## config.mk

```make
export PLATFORM = sky130hd
export DESIGN_NAME = drive_command_frame_parser
export DESIGN_NICKNAME = d
export VERILOG_FILES = /design/src/rtl/dcfp_pkg.sv /design/src/rtl/dcfp_cfg_regs.sv /design/src/rtl/dcfp_parser.sv /design/src/rtl/dcfp_out_reg.sv /design/src/rtl/drive_command_frame_parser.sv
export SDC_FILE = /design/constraint.sdc
export NUM_CORES = 1
export LEC_CHECK = 0
export BUFFER_PORTS_ARGS = -buffer_cell sky130_fd_sc_hd__buf_2
export CAP_MARGIN = 20
export CELL_PAD_IN_SITES_DETAIL_PLACEMENT = 1
export CELL_PAD_IN_SITES_GLOBAL_PLACEMENT = 1
export CORE_MARGIN = 3
export CORE_UTILIZATION = 47
export CTS_CLUSTER_SIZE = 28
export DETAILED_ROUTE_END_ITERATION = 16
export PLACE_DENSITY_LB_ADDON = 0.1
export SYNTH_ARGS = -nofsm -noshare
export SYNTH_HDL_FRONTEND = slang
export SYNTH_SLANG_ARGS = --single-unit
```

## constraint.sdc

```tcl
create_clock -name aclk -period 7 [get_ports aclk]
set_input_delay 2.1 -clock aclk [delete_from_list [all_inputs] [get_ports aclk]]
set_output_delay 2.1 -clock aclk [all_outputs]
set_load 0.02 [all_outputs]
```

## src/rtl/dcfp_pkg.sv

```systemverilog
`timescale 1ns / 1ps
// shared types, constants and codes for the drive command frame parser
package dcfp_pkg;

    localparam int HEADER_LEN      = 6;
    localparam int DRIVE_LEN       = 6;
    localparam int COUNT_W         = 9;
    localparam int CFG_IDX_W       = 3;
    localparam int SEQ_VALID_COUNT = 5;

    localparam logic [COUNT_W-1:0] COUNT_MAX = '1;

    // header byte positions
    localparam logic [COUNT_W-1:0] POS_MAGIC_FIRST  = 9'd0;
    localparam logic [COUNT_W-1:0] POS_MAGIC_SECOND = 9'd1;
    localparam logic [COUNT_W-1:0] POS_VERSION      = 9'd2;
    localparam logic [COUNT_W-1:0] POS_MSG_TYPE     = 9'd3;
    localparam logic [COUNT_W-1:0] POS_SEQUENCE     = 9'd4;
    localparam logic [COUNT_W-1:0] POS_PAYLOAD_LEN  = 9'd5;

    // configuration register indexes
    localparam logic [CFG_IDX_W-1:0] CFG_MAGIC_FIRST       = 3'd0;
    localparam logic [CFG_IDX_W-1:0] CFG_MAGIC_SECOND      = 3'd1;
    localparam logic [CFG_IDX_W-1:0] CFG_VERSION_BYTE      = 3'd2;
    localparam logic [CFG_IDX_W-1:0] CFG_COMMAND_TYPE      = 3'd3;
    localparam logic [CFG_IDX_W-1:0] CFG_DRIVE_RECORD_TYPE = 3'd4;

    typedef enum logic [2:0] {
        ST_OK           = 3'd0,
        ST_SHORT        = 3'd1,
        ST_MAGIC        = 3'd2,
        ST_VERSION      = 3'd3,
        ST_TYPE         = 3'd4,
        ST_PAYLOAD_LONG = 3'd5,
        ST_OVERRUN      = 3'd6,
        ST_DRIVE_LEN    = 3'd7
    } status_t;

    typedef enum logic [1:0] {
        PH_TYPE  = 2'd0,
        PH_LEN   = 2'd1,
        PH_VALUE = 2'd2
    } record_phase_t;

    typedef struct packed {
        logic [7:0] magic_first;
        logic [7:0] magic_second;
        logic [7:0] version_byte;
        logic [7:0] command_type;
        logic [7:0] drive_record_type;
    } cfg_t;

    typedef struct packed {
        logic [7:0] data_byte;
        logic       frame_end;
    } in_item_t;

    typedef struct packed {
        status_t            status;
        logic [7:0]         sequence_res;
        logic               drive_ok;
        logic signed [15:0] vel_x;
        logic signed [15:0] vel_y;
        logic signed [15:0] turn_rate;
    } out_item_t;

endpackage

```

## src/rtl/dcfp_cfg_regs.sv

```systemverilog
`timescale 1ns / 1ps
// configuration register file of the frame parser
module dcfp_cfg_regs (
    input  logic                          aclk,
    input  logic                          aresetn,
    input  logic                          wr_en,
    input  logic [dcfp_pkg::CFG_IDX_W-1:0] wr_index,
    input  logic [7:0]                    wr_data,
    output dcfp_pkg::cfg_t                cfg
);
    import dcfp_pkg::*;

    cfg_t cfg_reg;
    cfg_t cfg_next;

    always_comb begin
        cfg_next = cfg_reg;
        if (wr_en) begin
            unique case (wr_index)
                CFG_MAGIC_FIRST:       cfg_next.magic_first       = wr_data;
                CFG_MAGIC_SECOND:      cfg_next.magic_second      = wr_data;
                CFG_VERSION_BYTE:      cfg_next.version_byte      = wr_data;
                CFG_COMMAND_TYPE:      cfg_next.command_type      = wr_data;
                CFG_DRIVE_RECORD_TYPE: cfg_next.drive_record_type = wr_data;
                default:               cfg_next = cfg_reg;
            endcase
        end
    end

    always_ff @(posedge aclk) begin
        if (!aresetn) begin
            cfg_reg <= '0;
        end else begin
            cfg_reg <= cfg_next;
        end
    end

    assign cfg = cfg_reg;

endmodule

```

## src/rtl/dcfp_parser.sv

```systemverilog
`timescale 1ns / 1ps
// per-byte header check, record walk and frame-end status computation
module dcfp_parser (
    input  logic                aclk,
    input  logic                aresetn,
    input  dcfp_pkg::cfg_t      cfg,
    input  logic                in_accept,
    input  dcfp_pkg::in_item_t  in_item,
    output logic                res_valid,
    output dcfp_pkg::out_item_t res_item
);
    import dcfp_pkg::*;

    logic [COUNT_W-1:0] byte_count_reg, byte_count_next, byte_count_upd;
    logic [7:0]         payload_length_reg, payload_length_next, payload_length_upd;
    logic [7:0]         seq_hold_reg, seq_hold_next, seq_hold_upd;
    status_t            header_error_reg, header_error_next, header_error_upd;
    status_t            record_error_reg, record_error_next, record_error_upd;
    record_phase_t      record_phase_reg, record_phase_next, record_phase_upd;
    logic [7:0]         record_type_hold_reg, record_type_hold_next, record_type_hold_upd;
    logic [7:0]         record_remaining_reg, record_remaining_next, record_remaining_upd;
    logic [47:0]        drive_staging_reg, drive_staging_next, drive_staging_upd;
    logic               drive_found_reg, drive_found_next, drive_found_upd;
    logic [47:0]        drive_values_reg, drive_values_next, drive_values_upd;

    logic [7:0]         b;
    logic [COUNT_W-1:0] idx;
    logic               in_payload;
    logic               is_drive;
    logic [2:0]         lane;
    logic [7:0]         remaining_dec;
    status_t            status;
    logic               ok;

    assign b          = in_item.data_byte;
    assign idx        = byte_count_reg - COUNT_W'(HEADER_LEN);
    assign in_payload = (byte_count_reg >= COUNT_W'(HEADER_LEN)) &&
                        (idx < {1'b0, payload_length_reg});
    assign is_drive   = (record_type_hold_reg == cfg.drive_record_type);
    assign lane       = 3'(DRIVE_LEN) - record_remaining_reg[2:0];
    assign remaining_dec = record_remaining_reg - 8'd1;

    // one byte step
    always_comb begin
        byte_count_upd       = byte_count_reg;
        payload_length_upd   = payload_length_reg;
        seq_hold_upd         = seq_hold_reg;
        header_error_upd     = header_error_reg;
        record_error_upd     = record_error_reg;
        record_phase_upd     = record_phase_reg;
        record_type_hold_upd = record_type_hold_reg;
        record_remaining_upd = record_remaining_reg;
        drive_staging_upd    = drive_staging_reg;
        drive_found_upd      = drive_found_reg;
        drive_values_upd     = drive_values_reg;

        if (byte_count_reg == POS_MAGIC_FIRST) begin
            if (b != cfg.magic_first && header_error_reg == ST_OK) begin
                header_error_upd = ST_MAGIC;
            end
        end else if (byte_count_reg == POS_MAGIC_SECOND) begin
            if (b != cfg.magic_second && header_error_reg == ST_OK) begin
                header_error_upd = ST_MAGIC;
            end
        end else if (byte_count_reg == POS_VERSION) begin
            if (b != cfg.version_byte && header_error_reg == ST_OK) begin
                header_error_upd = ST_VERSION;
            end
        end else if (byte_count_reg == POS_MSG_TYPE) begin
            if (b != cfg.command_type && header_error_reg == ST_OK) begin
                header_error_upd = ST_TYPE;
            end
        end else if (byte_count_reg == POS_SEQUENCE) begin
            seq_hold_upd = b;
        end else if (byte_count_reg == POS_PAYLOAD_LEN) begin
            payload_length_upd = b;
        end else if (in_payload && record_error_reg == ST_OK) begin
            case (record_phase_reg)
                PH_TYPE: begin
                    // a lone trailing byte cannot start a record
                    if (({1'b0, idx} + 10'd2) <= {2'b00, payload_length_reg}) begin
                        record_type_hold_upd = b;
                        record_phase_upd     = PH_LEN;
                    end
                end
                PH_LEN: begin
                    if (({1'b0, idx} + 10'd1 + {2'b00, b}) > {2'b00, payload_length_reg}) begin
                        record_error_upd = ST_OVERRUN;
                    end else if (is_drive && b != 8'(DRIVE_LEN)) begin
                        record_error_upd = ST_DRIVE_LEN;
                    end else if (b == 8'd0) begin
                        record_phase_upd = PH_TYPE;
                    end else begin
                        record_remaining_upd = b;
                        drive_staging_upd    = '0;
                        record_phase_upd     = PH_VALUE;
                    end
                end
                default: begin
                    if (is_drive) begin
                        for (int i = 0; i < DRIVE_LEN; i++) begin
                            if (lane == 3'(i)) begin
                                drive_staging_upd[i*8 +: 8] = drive_staging_reg[i*8 +: 8] | b;
                            end
                        end
                    end
                    record_remaining_upd = remaining_dec;
                    if (remaining_dec == 8'd0) begin
                        if (is_drive) begin
                            drive_values_upd = drive_staging_upd;
                            drive_found_upd  = 1'b1;
                        end
                        record_phase_upd = PH_TYPE;
                    end
                end
            endcase
        end

        if (byte_count_reg != COUNT_MAX) begin
            byte_count_upd = byte_count_reg + COUNT_W'(1);
        end
    end

    // frame-end status from the updated state
    always_comb begin
        if (byte_count_upd < COUNT_W'(HEADER_LEN)) begin
            status = ST_SHORT;
        end else if (header_error_upd != ST_OK) begin
            status = header_error_upd;
        end else if ({1'b0, payload_length_upd} > (byte_count_upd - COUNT_W'(HEADER_LEN))) begin
            status = ST_PAYLOAD_LONG;
        end else begin
            status = record_error_upd;
        end
        ok = (status == ST_OK) && drive_found_upd;

        res_item.status       = status;
        res_item.sequence_res = (byte_count_upd >= COUNT_W'(SEQ_VALID_COUNT)) ?
                                seq_hold_upd : 8'd0;
        res_item.drive_ok     = ok;
        res_item.vel_x        = ok ? signed'(drive_values_upd[15:0])  : 16'sd0;
        res_item.vel_y        = ok ? signed'(drive_values_upd[31:16]) : 16'sd0;
        res_item.turn_rate    = ok ? signed'(drive_values_upd[47:32]) : 16'sd0;
    end

    assign res_valid = in_accept && in_item.frame_end;

    always_comb begin
        byte_count_next       = byte_count_reg;
        payload_length_next   = payload_length_reg;
        seq_hold_next         = seq_hold_reg;
        header_error_next     = header_error_reg;
        record_error_next     = record_error_reg;
        record_phase_next     = record_phase_reg;
        record_type_hold_next = record_type_hold_reg;
        record_remaining_next = record_remaining_reg;
        drive_staging_next    = drive_staging_reg;
        drive_found_next      = drive_found_reg;
        drive_values_next     = drive_values_reg;
        if (in_accept) begin
            if (in_item.frame_end) begin
                byte_count_next       = '0;
                payload_length_next   = '0;
                seq_hold_next         = '0;
                header_error_next     = ST_OK;
                record_error_next     = ST_OK;
                record_phase_next     = PH_TYPE;
                record_type_hold_next = '0;
                record_remaining_next = '0;
                drive_staging_next    = '0;
                drive_found_next      = 1'b0;
                drive_values_next     = '0;
            end else begin
                byte_count_next       = byte_count_upd;
                payload_length_next   = payload_length_upd;
                seq_hold_next         = seq_hold_upd;
                header_error_next     = header_error_upd;
                record_error_next     = record_error_upd;
                record_phase_next     = record_phase_upd;
                record_type_hold_next = record_type_hold_upd;
                record_remaining_next = record_remaining_upd;
                drive_staging_next    = drive_staging_upd;
                drive_found_next      = drive_found_upd;
                drive_values_next     = drive_values_upd;
            end
        end
    end

    always_ff @(posedge aclk) begin
        if (!aresetn) begin
            byte_count_reg       <= '0;
            payload_length_reg   <= '0;
            seq_hold_reg         <= '0;
            header_error_reg     <= ST_OK;
            record_error_reg     <= ST_OK;
            record_phase_reg     <= PH_TYPE;
            record_type_hold_reg <= '0;
            record_remaining_reg <= '0;
            drive_staging_reg    <= '0;
            drive_found_reg      <= 1'b0;
            drive_values_reg     <= '0;
        end else begin
            byte_count_reg       <= byte_count_next;
            payload_length_reg   <= payload_length_next;
            seq_hold_reg         <= seq_hold_next;
            header_error_reg     <= header_error_next;
            record_error_reg     <= record_error_next;
            record_phase_reg     <= record_phase_next;
            record_type_hold_reg <= record_type_hold_next;
            record_remaining_reg <= record_remaining_next;
            drive_staging_reg    <= drive_staging_next;
            drive_found_reg      <= drive_found_next;
            drive_values_reg     <= drive_values_next;
        end
    end

    // frame end restarts the byte counter
    a_count_cleared: assert property (@(posedge aclk) disable iff (!aresetn)
        in_accept && in_item.frame_end |=> byte_count_reg == '0)
        else $error("byte counter not cleared after frame end");

    // a record error sticks for the rest of the frame
    a_record_error_sticky: assert property (@(posedge aclk) disable iff (!aresetn)
        in_accept && !in_item.frame_end && record_error_reg != ST_OK
        |=> record_error_reg == $past(record_error_reg))
        else $error("record error changed inside a frame");

    // header errors only come from the first four bytes
    a_header_error_window: assert property (@(posedge aclk) disable iff (!aresetn)
        in_accept && !in_item.frame_end && byte_count_reg > POS_MSG_TYPE
        |=> header_error_reg == $past(header_error_reg))
        else $error("header error set past the check bytes");

endmodule

```

## src/rtl/dcfp_out_reg.sv

```systemverilog
`timescale 1ns / 1ps
// result register between the parser and the result channel
module dcfp_out_reg (
    input  logic                aclk,
    input  logic                aresetn,
    input  logic                load,
    input  dcfp_pkg::out_item_t load_item,
    output logic                can_load,
    output logic                m_valid,
    input  logic                m_ready,
    output dcfp_pkg::out_item_t m_payload
);
    import dcfp_pkg::*;

    logic      m_valid_reg, m_valid_next;
    out_item_t m_payload_reg, m_payload_next;

    assign can_load = !m_valid_reg || m_ready;

    always_comb begin
        m_valid_next   = m_valid_reg;
        m_payload_next = m_payload_reg;
        if (load) begin
            m_valid_next   = 1'b1;
            m_payload_next = load_item;
        end else if (m_ready) begin
            m_valid_next = 1'b0;
        end
    end

    always_ff @(posedge aclk) begin
        if (!aresetn) begin
            m_valid_reg <= 1'b0;
        end else begin
            m_valid_reg <= m_valid_next;
        end
    end

    always_ff @(posedge aclk) begin
        m_payload_reg <= m_payload_next;
    end

    assign m_valid   = m_valid_reg;
    assign m_payload = m_payload_reg;

    // a new result never overwrites one still waiting
    a_no_overwrite: assert property (@(posedge aclk) disable iff (!aresetn)
        load && m_valid_reg |-> m_ready)
        else $error("result register overwritten while stalled");

    // a drive is reported only with a good status
    a_drive_needs_ok: assert property (@(posedge aclk) disable iff (!aresetn)
        m_valid_reg && m_payload_reg.drive_ok |-> m_payload_reg.status == ST_OK)
        else $error("drive flagged on a failed frame");

    // without a drive all velocities are zero
    a_zero_velocity: assert property (@(posedge aclk) disable iff (!aresetn)
        m_valid_reg && !m_payload_reg.drive_ok
        |-> m_payload_reg.vel_x == 16'sd0 && m_payload_reg.vel_y == 16'sd0 &&
            m_payload_reg.turn_rate == 16'sd0)
        else $error("nonzero velocity without a drive record");

endmodule

```

## src/rtl/drive_command_frame_parser.sv

```systemverilog
`timescale 1ns / 1ps
// top level of the drive command frame parser
//
// takes a command frame one byte per input transaction, frame_end set on the
// final byte, and returns one result transaction per frame. the header
// check, the record walk and, on the final byte, the status priority are all
// worked out from the parser state registers and the incoming byte, so a new
// byte can be accepted every clock, but for the frame-end hold-off below.
// results land in a one-entry output register; bytes that do not end a frame
// keep flowing while a result waits, and a frame-end byte is held off only
// while the output register is full and not being drained. the result comes
// out the cycle after its final byte is accepted. status priority is short
// frame, then the first header mismatch, then payload past the frame end,
// then the first record error; velocities and the drive flag read zero unless
// the status is ok. configuration writes are always ready, and must only
// happen while no frame is in progress. indexes past the last register are
// dropped.
module drive_command_frame_parser (
    input  logic                           aclk,
    input  logic                           aresetn,

    // configuration write channel
    input  logic                           cfg_valid,
    output logic                           cfg_ready,
    input  logic [dcfp_pkg::CFG_IDX_W-1:0] cfg_index,
    input  logic [7:0]                     cfg_data,

    // byte input channel
    input  logic                           s_valid,
    output logic                           s_ready,
    input  dcfp_pkg::in_item_t             s_payload,

    // result channel
    output logic                           m_valid,
    input  logic                           m_ready,
    output dcfp_pkg::out_item_t            m_payload
);
    import dcfp_pkg::*;

    cfg_t      cfg;
    logic      in_accept;
    logic      res_valid;
    out_item_t res_item;
    logic      can_load;

    // register writes never stall
    assign cfg_ready = 1'b1;

    dcfp_cfg_regs u_cfg_regs (
        .aclk     (aclk),
        .aresetn  (aresetn),
        .wr_en    (cfg_valid && cfg_ready),
        .wr_index (cfg_index),
        .wr_data  (cfg_data),
        .cfg      (cfg)
    );

    // only a frame-end byte needs room in the output register
    assign s_ready   = can_load || !s_payload.frame_end;
    assign in_accept = s_valid && s_ready;

    dcfp_parser u_parser (
        .aclk      (aclk),
        .aresetn   (aresetn),
        .cfg       (cfg),
        .in_accept (in_accept),
        .in_item   (s_payload),
        .res_valid (res_valid),
        .res_item  (res_item)
    );

    dcfp_out_reg u_out_reg (
        .aclk      (aclk),
        .aresetn   (aresetn),
        .load      (res_valid),
        .load_item (res_item),
        .can_load  (can_load),
        .m_valid   (m_valid),
        .m_ready   (m_ready),
        .m_payload (m_payload)
    );

endmodule
```

# Word-level counts from Yosys, hierarchy flattened
# Cells that the tools add are included.
[classes] n_addsub=8 mux=117 n_bitwise=6 n_reduce_logical=38 order_cmp=7 eq_ne=33
[op_table] cell="$mux 48" count=23
[op_table] cell="$mux 8" count=40
[op_table] cell="$pmux 48 s2" count=1
[op_table] cell="$mux 3" count=23
[op_table] cell="$or 8x8->8" count=6
[op_table] cell="$ne 8x8->1" count=4
[op_table] cell="$mux 2" count=13
[op_table] cell="$reduce_and 12->1" count=2
[op_table] cell="$eq 9x2->1 const B" count=2
[op_table] cell="$eq 9x3->1 const B" count=2
[op_table] cell="$ge 9x3->1 const B" count=2
[op_table] cell="$mux 9" count=2
[op_table] cell="$sub 9x3->9 const B" count=2
[op_table] cell="$logic_not 8->1" count=2
[op_table] cell="$pmux 8 s2" count=1
[op_table] cell="$logic_not 3->1" count=5
[op_table] cell="$ne 2x2->1 const B" count=7
[op_table] cell="$mux 1" count=13
[op_table] cell="$eq 3x2->1 const B" count=4
[op_table] cell="$add 10x8->10" count=1
[op_table] cell="$add 9x1->10 const B" count=1
[op_table] cell="$add 9x2->10 const B" count=1
[op_table] cell="$gt 10x8->1" count=1
[op_table] cell="$le 10x8->1" count=1
[op_table] cell="other kinds (27)" count=50
[word_totals] elab_cells=232 output_inout_bits=63 regBits=247 inputBits=25

# Logic depth before layout (Yosys ltp)
# Gate-level depths: netlist of the first run.
[logic_depth] ltp_word=18 mapped_depth=25 mapped_depth_nobuf=21

# By module
# Synthesis of the first run repeated with hierarchy kept, for this count alone.
[hier_totals] cells_unflattened=1488 hier_area_um2=13032.5
[modules_own_cells] mod="dcfp_parser" n_inst=1 cells_per_inst=1277 area_each_um2=9661.8 seq_area_each_um2=2922.8
[modules_own_cells] mod="dcfp_out_reg" n_inst=1 cells_per_inst=64 area_each_um2=1850.5 seq_area_each_um2=1821.7
[modules_own_cells] mod="dcfp_cfg_regs" n_inst=1 cells_per_inst=143 area_each_um2=1486.4 seq_area_each_um2=800.8
[modules_own_cells] mod="drive_command_frame_parser" n_inst=1 cells_per_inst=4 area_each_um2=33.8 seq_area_each_um2=0.0

# Worst setup path after synthesis of the first run
# OpenSTA, ideal clock, no wires.
[synth_timing] path_kind="in2reg" startpoint="input s_payload[1] (netlist bit)" endpoint="register u_out_reg.m_payload_reg, in the netlist u_out_reg.m_payload[10], data pin" arrival_time_ns=5.815 required_time_ns=6.865 path_slack_ns=1.050 n_path_buf=3 stages=21 setup_time_ns=0.135 cell_sequence="clkbuf_1 > inv_1 > ha_1 > inv_1 > fa_1 > a211oi_1 > nor2_1 > o21a_1 > nor2_1 > xnor2_1 > ha_1 > and4_1 > a22oi_1 > or2_2 > a2bb2oi_2 > a311oi_1 > o311a_4 > nand4bb_1 > buf_4 > buf_6 > nor2_4"
[synth_between] elab_chain_len=17 word_cells_on_any_way=43 classes_between="add/sub (1); order compare (2); eq/ne (5); mux (27); reduce/logical (8)"
[synth_lines] item="start: declaration" line_no="drive_command_frame_parser.sv:31" text="input dcfp_pkg::in_item_t s_payload,"
[synth_lines] item="parallel branches: the longest is 13 deep, another holds $add 10x8->10"
[synth_lines] item="$mux 3 (*)" line_no="dcfp_parser.sv:128" text="end else if (header_error_upd != ST_OK) begin"
[synth_lines] item="$mux 3 (*)" line_no="dcfp_parser.sv:126" text="if (byte_count_upd < COUNT_W'(HEADER_LEN)) begin"
[synth_lines] item="$logic_not 3->1 (*)" line_no="dcfp_parser.sv:135" text="ok = (status == ST_OK) && drive_found_upd;"
[synth_lines] item="$logic_and 1x1->1 (*)" line_no="dcfp_parser.sv:135"
[synth_lines] item="end signal: assignment" line_no="dcfp_out_reg.sv:40" text="m_payload_reg <= m_payload_next;"
[synth_lines] item="end: declaration" line_no="dcfp_out_reg.sv:16" text="out_item_t m_payload_reg, m_payload_next;"
# Mark *: on every way between the ends.
# A chain may end at the register's enable or synchronous reset.

# Worst setup path after layout of the first run
[layout_timing] startpoint="input s_payload[1] (netlist bit)" endpoint="register u_out_reg.m_payload_reg, in the netlist u_out_reg.m_payload[17], data pin"
# The elaborated chain is that of the path after synthesis.

==> results of run 1 <==
cells in the final DEF, fill, tap and decap left out, types with 24 or more instances in the layout:
| cell | netlist | final |
|---|---|---|
| a22oi_1 | 45 | 45 |
| clkbuf_16 | 0 | 29 |
| nand3_1 | 59 | 59 |
| nor2_1 | 184 | 184 |
| buf_4 | 6 | 25 |
| dfxtp_1 | 187 | 187 |
| o31ai_1 | 37 | 37 |
| inv_1 | 29 | 29 |
| a21o_1 | 30 | 30 |
| edfxtp_1 | 60 | 60 |
| xnor2_1 | 35 | 35 |
| a21oi_1 | 180 | 180 |
| xor2_1 | 35 | 35 |
| a2bb2oi_1 | 24 | 24 |
| buf_2 | 22 | 86 |
| o21ai_0 | 24 | 24 |
| ha_1 | 55 | 55 |
| nand2_1 | 153 | 152 |
per-layer routing:
metal	vias to the layer above	part of all wire (%)	track usage, %
li1	5446	-	-
met1	5765	46	36.6
met2	202	48	45.3
met3	65	3.0	2.43
met4	0	2.9	7.33
met5	-	0	0
worst max-delay path by stage:
stage	startpoint	to	slack (ns)	cells after the start
floorplan	s_payload[1]	u_out_reg.m_payload[10]	1.05	21
global placement	s_payload[7]	u_out_reg.m_payload[31]	0.73	14
detailed placement	s_payload[1]	u_out_reg.m_payload[17]	0.52	20
CTS	s_payload[1]	u_out_reg.m_payload[17]	1.02	20
global route	s_payload[1]	u_out_reg.m_payload[48]	0.76	20
finish	s_payload[1]	u_out_reg.m_payload[17]	0.98	20
synth_stat cells (9+ instances only):
cell type  count
dfxtp_1      187
nor2_1       184
a21oi_1      180
nand2_1      153
clkbuf_1      68
edfxtp_1      60
nand3_1       59
ha_1          55
a22oi_1       45
o31ai_1       37
xnor2_1       35
xor2_1        35
a21o_1        30
inv_1         29
a2bb2oi_1     24
o21ai_0       24
buf_2         22
nor2_4        19
nor4_1        19
nor3_1        16
nor4_2        15
a31oi_1       14
and3_1        14
buf_1         14
and2_1        13
mux2i_1       13
nand2b_1       9
power by group through the flow:
stage / clock (mW) / combinational (mW) / sequential (mW)
after CTS: 1.48 / 0.286 / 1.50
after global placement: 0 / 0.281 / 1.53
after floorplan: 0 / 0.166 / 1.55
final: 1.45 / 0.287 / 1.50
after global routing: 1.52 / 0.311 / 1.50
after detailed placement: 0 / 0.284 / 1.53
worst min-delay path, cell delays in order (launching register included):
cell and delay, ns:
dfxtp_1 0.31, nand2_1 0.05, a21oi_1 0.05
final cells by class:
class / count / area [um2]
clock buffer: 46 / 840
clock inverter: 6 / 70.1
fill: 3203 / 12600
inverter: 31 / 121
multi-input combinational: 1110 / 7020
sequential: 247 / 5550
tap: 372 / 465
timing repair buffer: 111 / 618
cells by family after synthesis:
| kind of cell | synth area share (%) |
|---|---|
| adders and majority gates | 5.38 |
| DFF | 42.1 |
| other | 0.0285 |
| buffers and inverters | 4.85 |
| muxes | 0.988 |
| and+or+nand+nor | 21.4 |
| AOI/OAI and AO/OA | 20.6 |
| xor gates and xnor gates | 4.65 |
==> metrics, run 1 <==
status=complete, no violations; largest net degree at the start of global routing=84; CP cell instances=buf_2 > inv_1 > ha_1 > inv_1 > fa_1 > a211oi_1 > nor2_1 > o21a_1 > nor2_1 > xnor2_1 > ha_1 > and4_1 > a22oi_1 > or2_2 > a2bb2oi_2 > a311oi_1 > o311a_4 > nand4bb_4 > buf_4 > nor2_1; DR pass1 iterations=5; CTS Buf Count=28; sequential element share of the synthesized area=a little over two fifths; design area=~15000 um2; Min Hold Slack=between 0.4 and 0.5 ns; via count=approximately 11000; DP Cell Count=around 1900; CTS tree=done; Final TNS setup=0 ns; number of inserted diodes=0; hold_buf cts=0; DRT antenna net count=0; r2r setup slk=1.19 ns; register share of total power=roughly 46%; worst setup margin=0.977 ns; Initial Util=between 40% and 50%; GRT overflow=0; RR Startpoint=u_parser.byte_count_reg[3]; main area contributors after synthesis=dfxtp_1 (28%), edfxtp_1 (14%), a21oi_1 (6.8%); Final min period=6.02 ns; critical path required time=~7.3 ns; Yosys reg bits=approximately 250; Sw Ratio=25.2%; peak supply drop=roughly 0.00018 V; Mean Syn Cell Area=between 8 and 9 um2; Clk pwr share=between 40 and 50%; P per Cell Area=221 nW/um2; arrival time worst endpoint=between 6 and 7 ns; cells after synthesis=1503; pins over their slew limit=0; Hold Path Class=reg -> reg; EDFF count, synth=60; Chip Width=roughly 170 um; Die ar.=approximately 30000 um2; CTS sink cnt=roughly 250; Fmax=166 MHz; Post-Syn Nets=1584; reg2reg end=u_out_reg.m_payload[17]; layout cells sized above 1=roughly 14%; post_cts resized=0; Layout area overhead=11.4%; Clk Latency, worst-skew pair=~0.55 ns; Final Cycle Share=86.0%; top-area cell type share of the netlist area=between 20 and 30%; Psw=0.818 mW; share of synthesized flip-flops with an asynchronous set or reset=0%; GR Util All Layers=26.7%; critical path class=in -> reg; CP dominant cell by count=nor2_1; Routed wire per std cell=roughly 22 um; Slew HR=roughly 28%; Slowest-stage cell, CP=buf_4; CTS Buffer Depth=3; Final Skew=0.0240 ns; RSZ-0062 raised after global routing=false; hold path cells=2; max cap viols=0; Synth area leader=dfxtp_1; H-tree Lvls=1; Syn Std Cell Area=around 13000 um2; std cell rows=60; root buf cell=clkbuf_16; critical path's largest stage delay=0.56 ns; Chip Height=around 170 um; Yosys cell types=82; final hold vios=0; fin util=a little over half; FF-to-FF path depth=19; vias in the first global route=around 12000; Slew @ Worst Pin=between 1 and 1.5 ns; postcts setup bufs=0; Hold Crit Start=u_parser.drive_staging_reg[4]; Syn. warnings=0; Worst Setup Start Kind=input pin; Post-DP Area=between 10000 and 15000 um2; CP delay by family, top=compound AO/OA/AOI/OAI gates; first-pass GRT wire length=between 60 and 70 mm; GPL Wtd Cong=about 0.83; Layout Cells excl Fill=between 1500 and 2000; initial antenna violation count=0; Starting DRT DRC Count=645; DRC violations left=0; Worst setup EP type=register; via/cell ratio=around 6.0; Place WS=0.517 ns; # IOs=88; Primary FF master, synth=dfxtp_1; Hold EP=u_parser.drive_staging_reg[4]; CTS clk-pin slew, worst paths=~0.060 ns; Int Pwr=approximately 2.4 mW; Layout Nets=~1600; Worst Path Buf+Inv=4; port bufs=86; CP Max Fanout=21; DP HPWL=between 20 and 30 mm; DRT Wirelength=between 40 and 50 mm; CORE AREA=~27000 um2; Leak=5.31 nW; Final Setup Violations=0; Comb power frac=8.9%; Overall Power=about 3.2 mW; Largest register FFs=60
No activity file was read; power rests on OpenSTA's default activity.
==> inputs of run 2 (changes only) <==
Settings changed: CORE_UTILIZATION 47 to 51.
Clock period 7 ns to 7.8 ns, I/O delays scaled along.
==> metrics, run 2 (synthesis results as in run 1) <==
Hold Crit Start=u_parser.drive_staging_reg[5]; H-tree Lvls=1; most common cell after layout, fill and taps aside=dfxtp_1; DRT antenna net count=0; RSZ-0062 raised after global routing=false; post_cts resized=0; DP HPWL=25.9 mm; CP delay by family, top=compound AO/OA/AOI/OAI gates; M1 GR Usage=38.2%; number of inserted diodes=0; P per Cell Area=~200 nW/um2; critical path class=in -> reg; critical path required time=8.08 ns; critical path's largest stage delay=~0.78 ns; Final Cycle Share=around 85%; first-pass GRT wire length=64.8 mm; arrival time worst endpoint=6.89 ns; CTS clk-pin slew, worst paths=approximately 0.060 ns; hold_buf cts=0; Hold Path Class=reg -> reg; Layout area overhead=11.5%; Chip Height=around 170 um; # IOs=just under 90; Clk Latency, worst-skew pair=between 0.5 and 0.6 ns; CP cell instances=buf_2 > inv_1 > ha_1 > inv_1 > fa_1 > a211oi_1 > nor2_1 > o21a_1 > nor2_1 > xnor2_1 > ha_1 > and4_1 > a22oi_1 > or2_2 > a2bb2oi_2 > a311oi_1 > a32o_2 > nand4bb_4 > buf_12 > nor2_1; Final Skew=about 0.019 ns; most frequent cells in the layout=dfxtp_1 (187), nor2_1 (183), a21oi_1 (180); fin util=58.2%; postcts setup bufs=0; met3 global-route usage=approximately 3.7%; Routed wire per std cell=around 22 um; GR Util All Layers=28.4%; DR pass1 iterations=5; Worst Path Buf+Inv=4; peak supply drop=0.000169 V; Worst Setup SP=s_payload[1]; largest net degree at the start of global routing=84; Final TNS setup=0 ns; Slowest-stage cell, CP=a32o_2; port bufs=86; DRC violations left=0; Worst setup EP type=register; RR Startpoint=u_parser.byte_count_reg[1]; Layout Nets=1606; Leak=between 5 and 6 nW; grt met2 use=47.9%; pins over their slew limit=0; Starting DRT DRC Count=between 800 and 900; Fmax=about 150 MHz; Initial Util=a little over half; CTS Buf Count=28; Slew HR=around a quarter; Chip Width=between 150 and 200 um; Final Setup Violations=0; max cap viols=0; Most Used Layer, Global Route=met2; CTS tree=done; Worst Setup Start Kind=input pin; layout cells sized above 1=~14%; via count=11593; initial antenna violation count=0; final hold vios=0; DRT Wirelength=a little over 40 mm; GRT overflow=0; CTS sink cnt=around 250; vias in the first global route=around 12000; GPL Wtd Cong=between 0.8 and 0.9; Final min period=6.61 ns; via/cell ratio=~6; CP dominant cell by count=nor2_1; CORE AREA=around 25000 um2; root buf cell=clkbuf_16; std cell rows=just under 60; status=complete, no violations; Die ar.=between 20000 and 30000 um2; CP Max Fanout=25; Slew @ Worst Pin=approximately 1.1 ns; Min Hold Slack=roughly 0.45 ns; CTS Buffer Depth=3; Largest register FFs=60
## run 2: final timing paths
path | end | slack [ns] | cells after the start
worst min register to register | u_parser.drive_staging_reg[5] | 0.45 | 2
worst max-delay path | u_out_reg.m_payload[17] | 1.19 | 20
worst min-delay path | u_parser.drive_staging_reg[5] | 0.45 | 2
worst max register to register | u_out_reg.m_payload[17] | 1.49 | 20
## run 2: final cells by class
class                      count  area, um2
fill                        2941      10600
multi-input combinational   1110       7020
sequential                   247       5550
clock buffer                  40        786
timing repair buffer         107        608
tap                          330        413
clock inverter                12        201
inverter                      31        119
## run 2: layer usage
layer | vias up | wire length [um]
met2 | 304 | 19500
met5 | - | 0
met4 | 0 | 1110
li1 | 5437 | -
met3 | 79 | 2020
met1 | 5773 | 18200
## run 2: where the power goes
part | total [mW] | internal (mW) | switching (mW)
Clock | 1.40 | 0.866 | 0.536
Combinational | 0.257 | 0.0746 | 0.183
Sequential | 1.35 | 1.33 | 0.0138
Total | 3.01 | 2.27 | 0.733
## run 2: per-stage QoR
stage	total power, mW	worst slack (ns)	cells	instance area (um2)
4_1_cts	3.02	1.28	1875	14700
3_5_place_dp	1.63	0.731	1823	13700
2_1_floorplan	1.54	1.61	1503	13200
5_1_grt	3.10	0.962	1877	14700
6_report	3.01	1.19	1877	14700
3_3_place_gp	1.62	0.901	1823	13700
## run 2: worst reg2reg max path, stage by stage, from the launching register on
cell	delay, ns
dfxtp_1	0.60
ha_1	0.52
and3_1	0.26
nand2_1	0.28
a21oi_1	0.31
inv_1	0.11
ha_1	0.26
or3b_1	0.46
nor2_1	0.18
nand2_1	0.10
xnor2_1	0.16
nor2_1	0.08
ha_1	0.34
a21oi_1	0.21
nand2_1	0.08
o31a_1	0.29
o21ai_0	0.15
a32o_2	0.79
nand4bb_4	0.45
buf_12	0.29
nor2_1	0.12
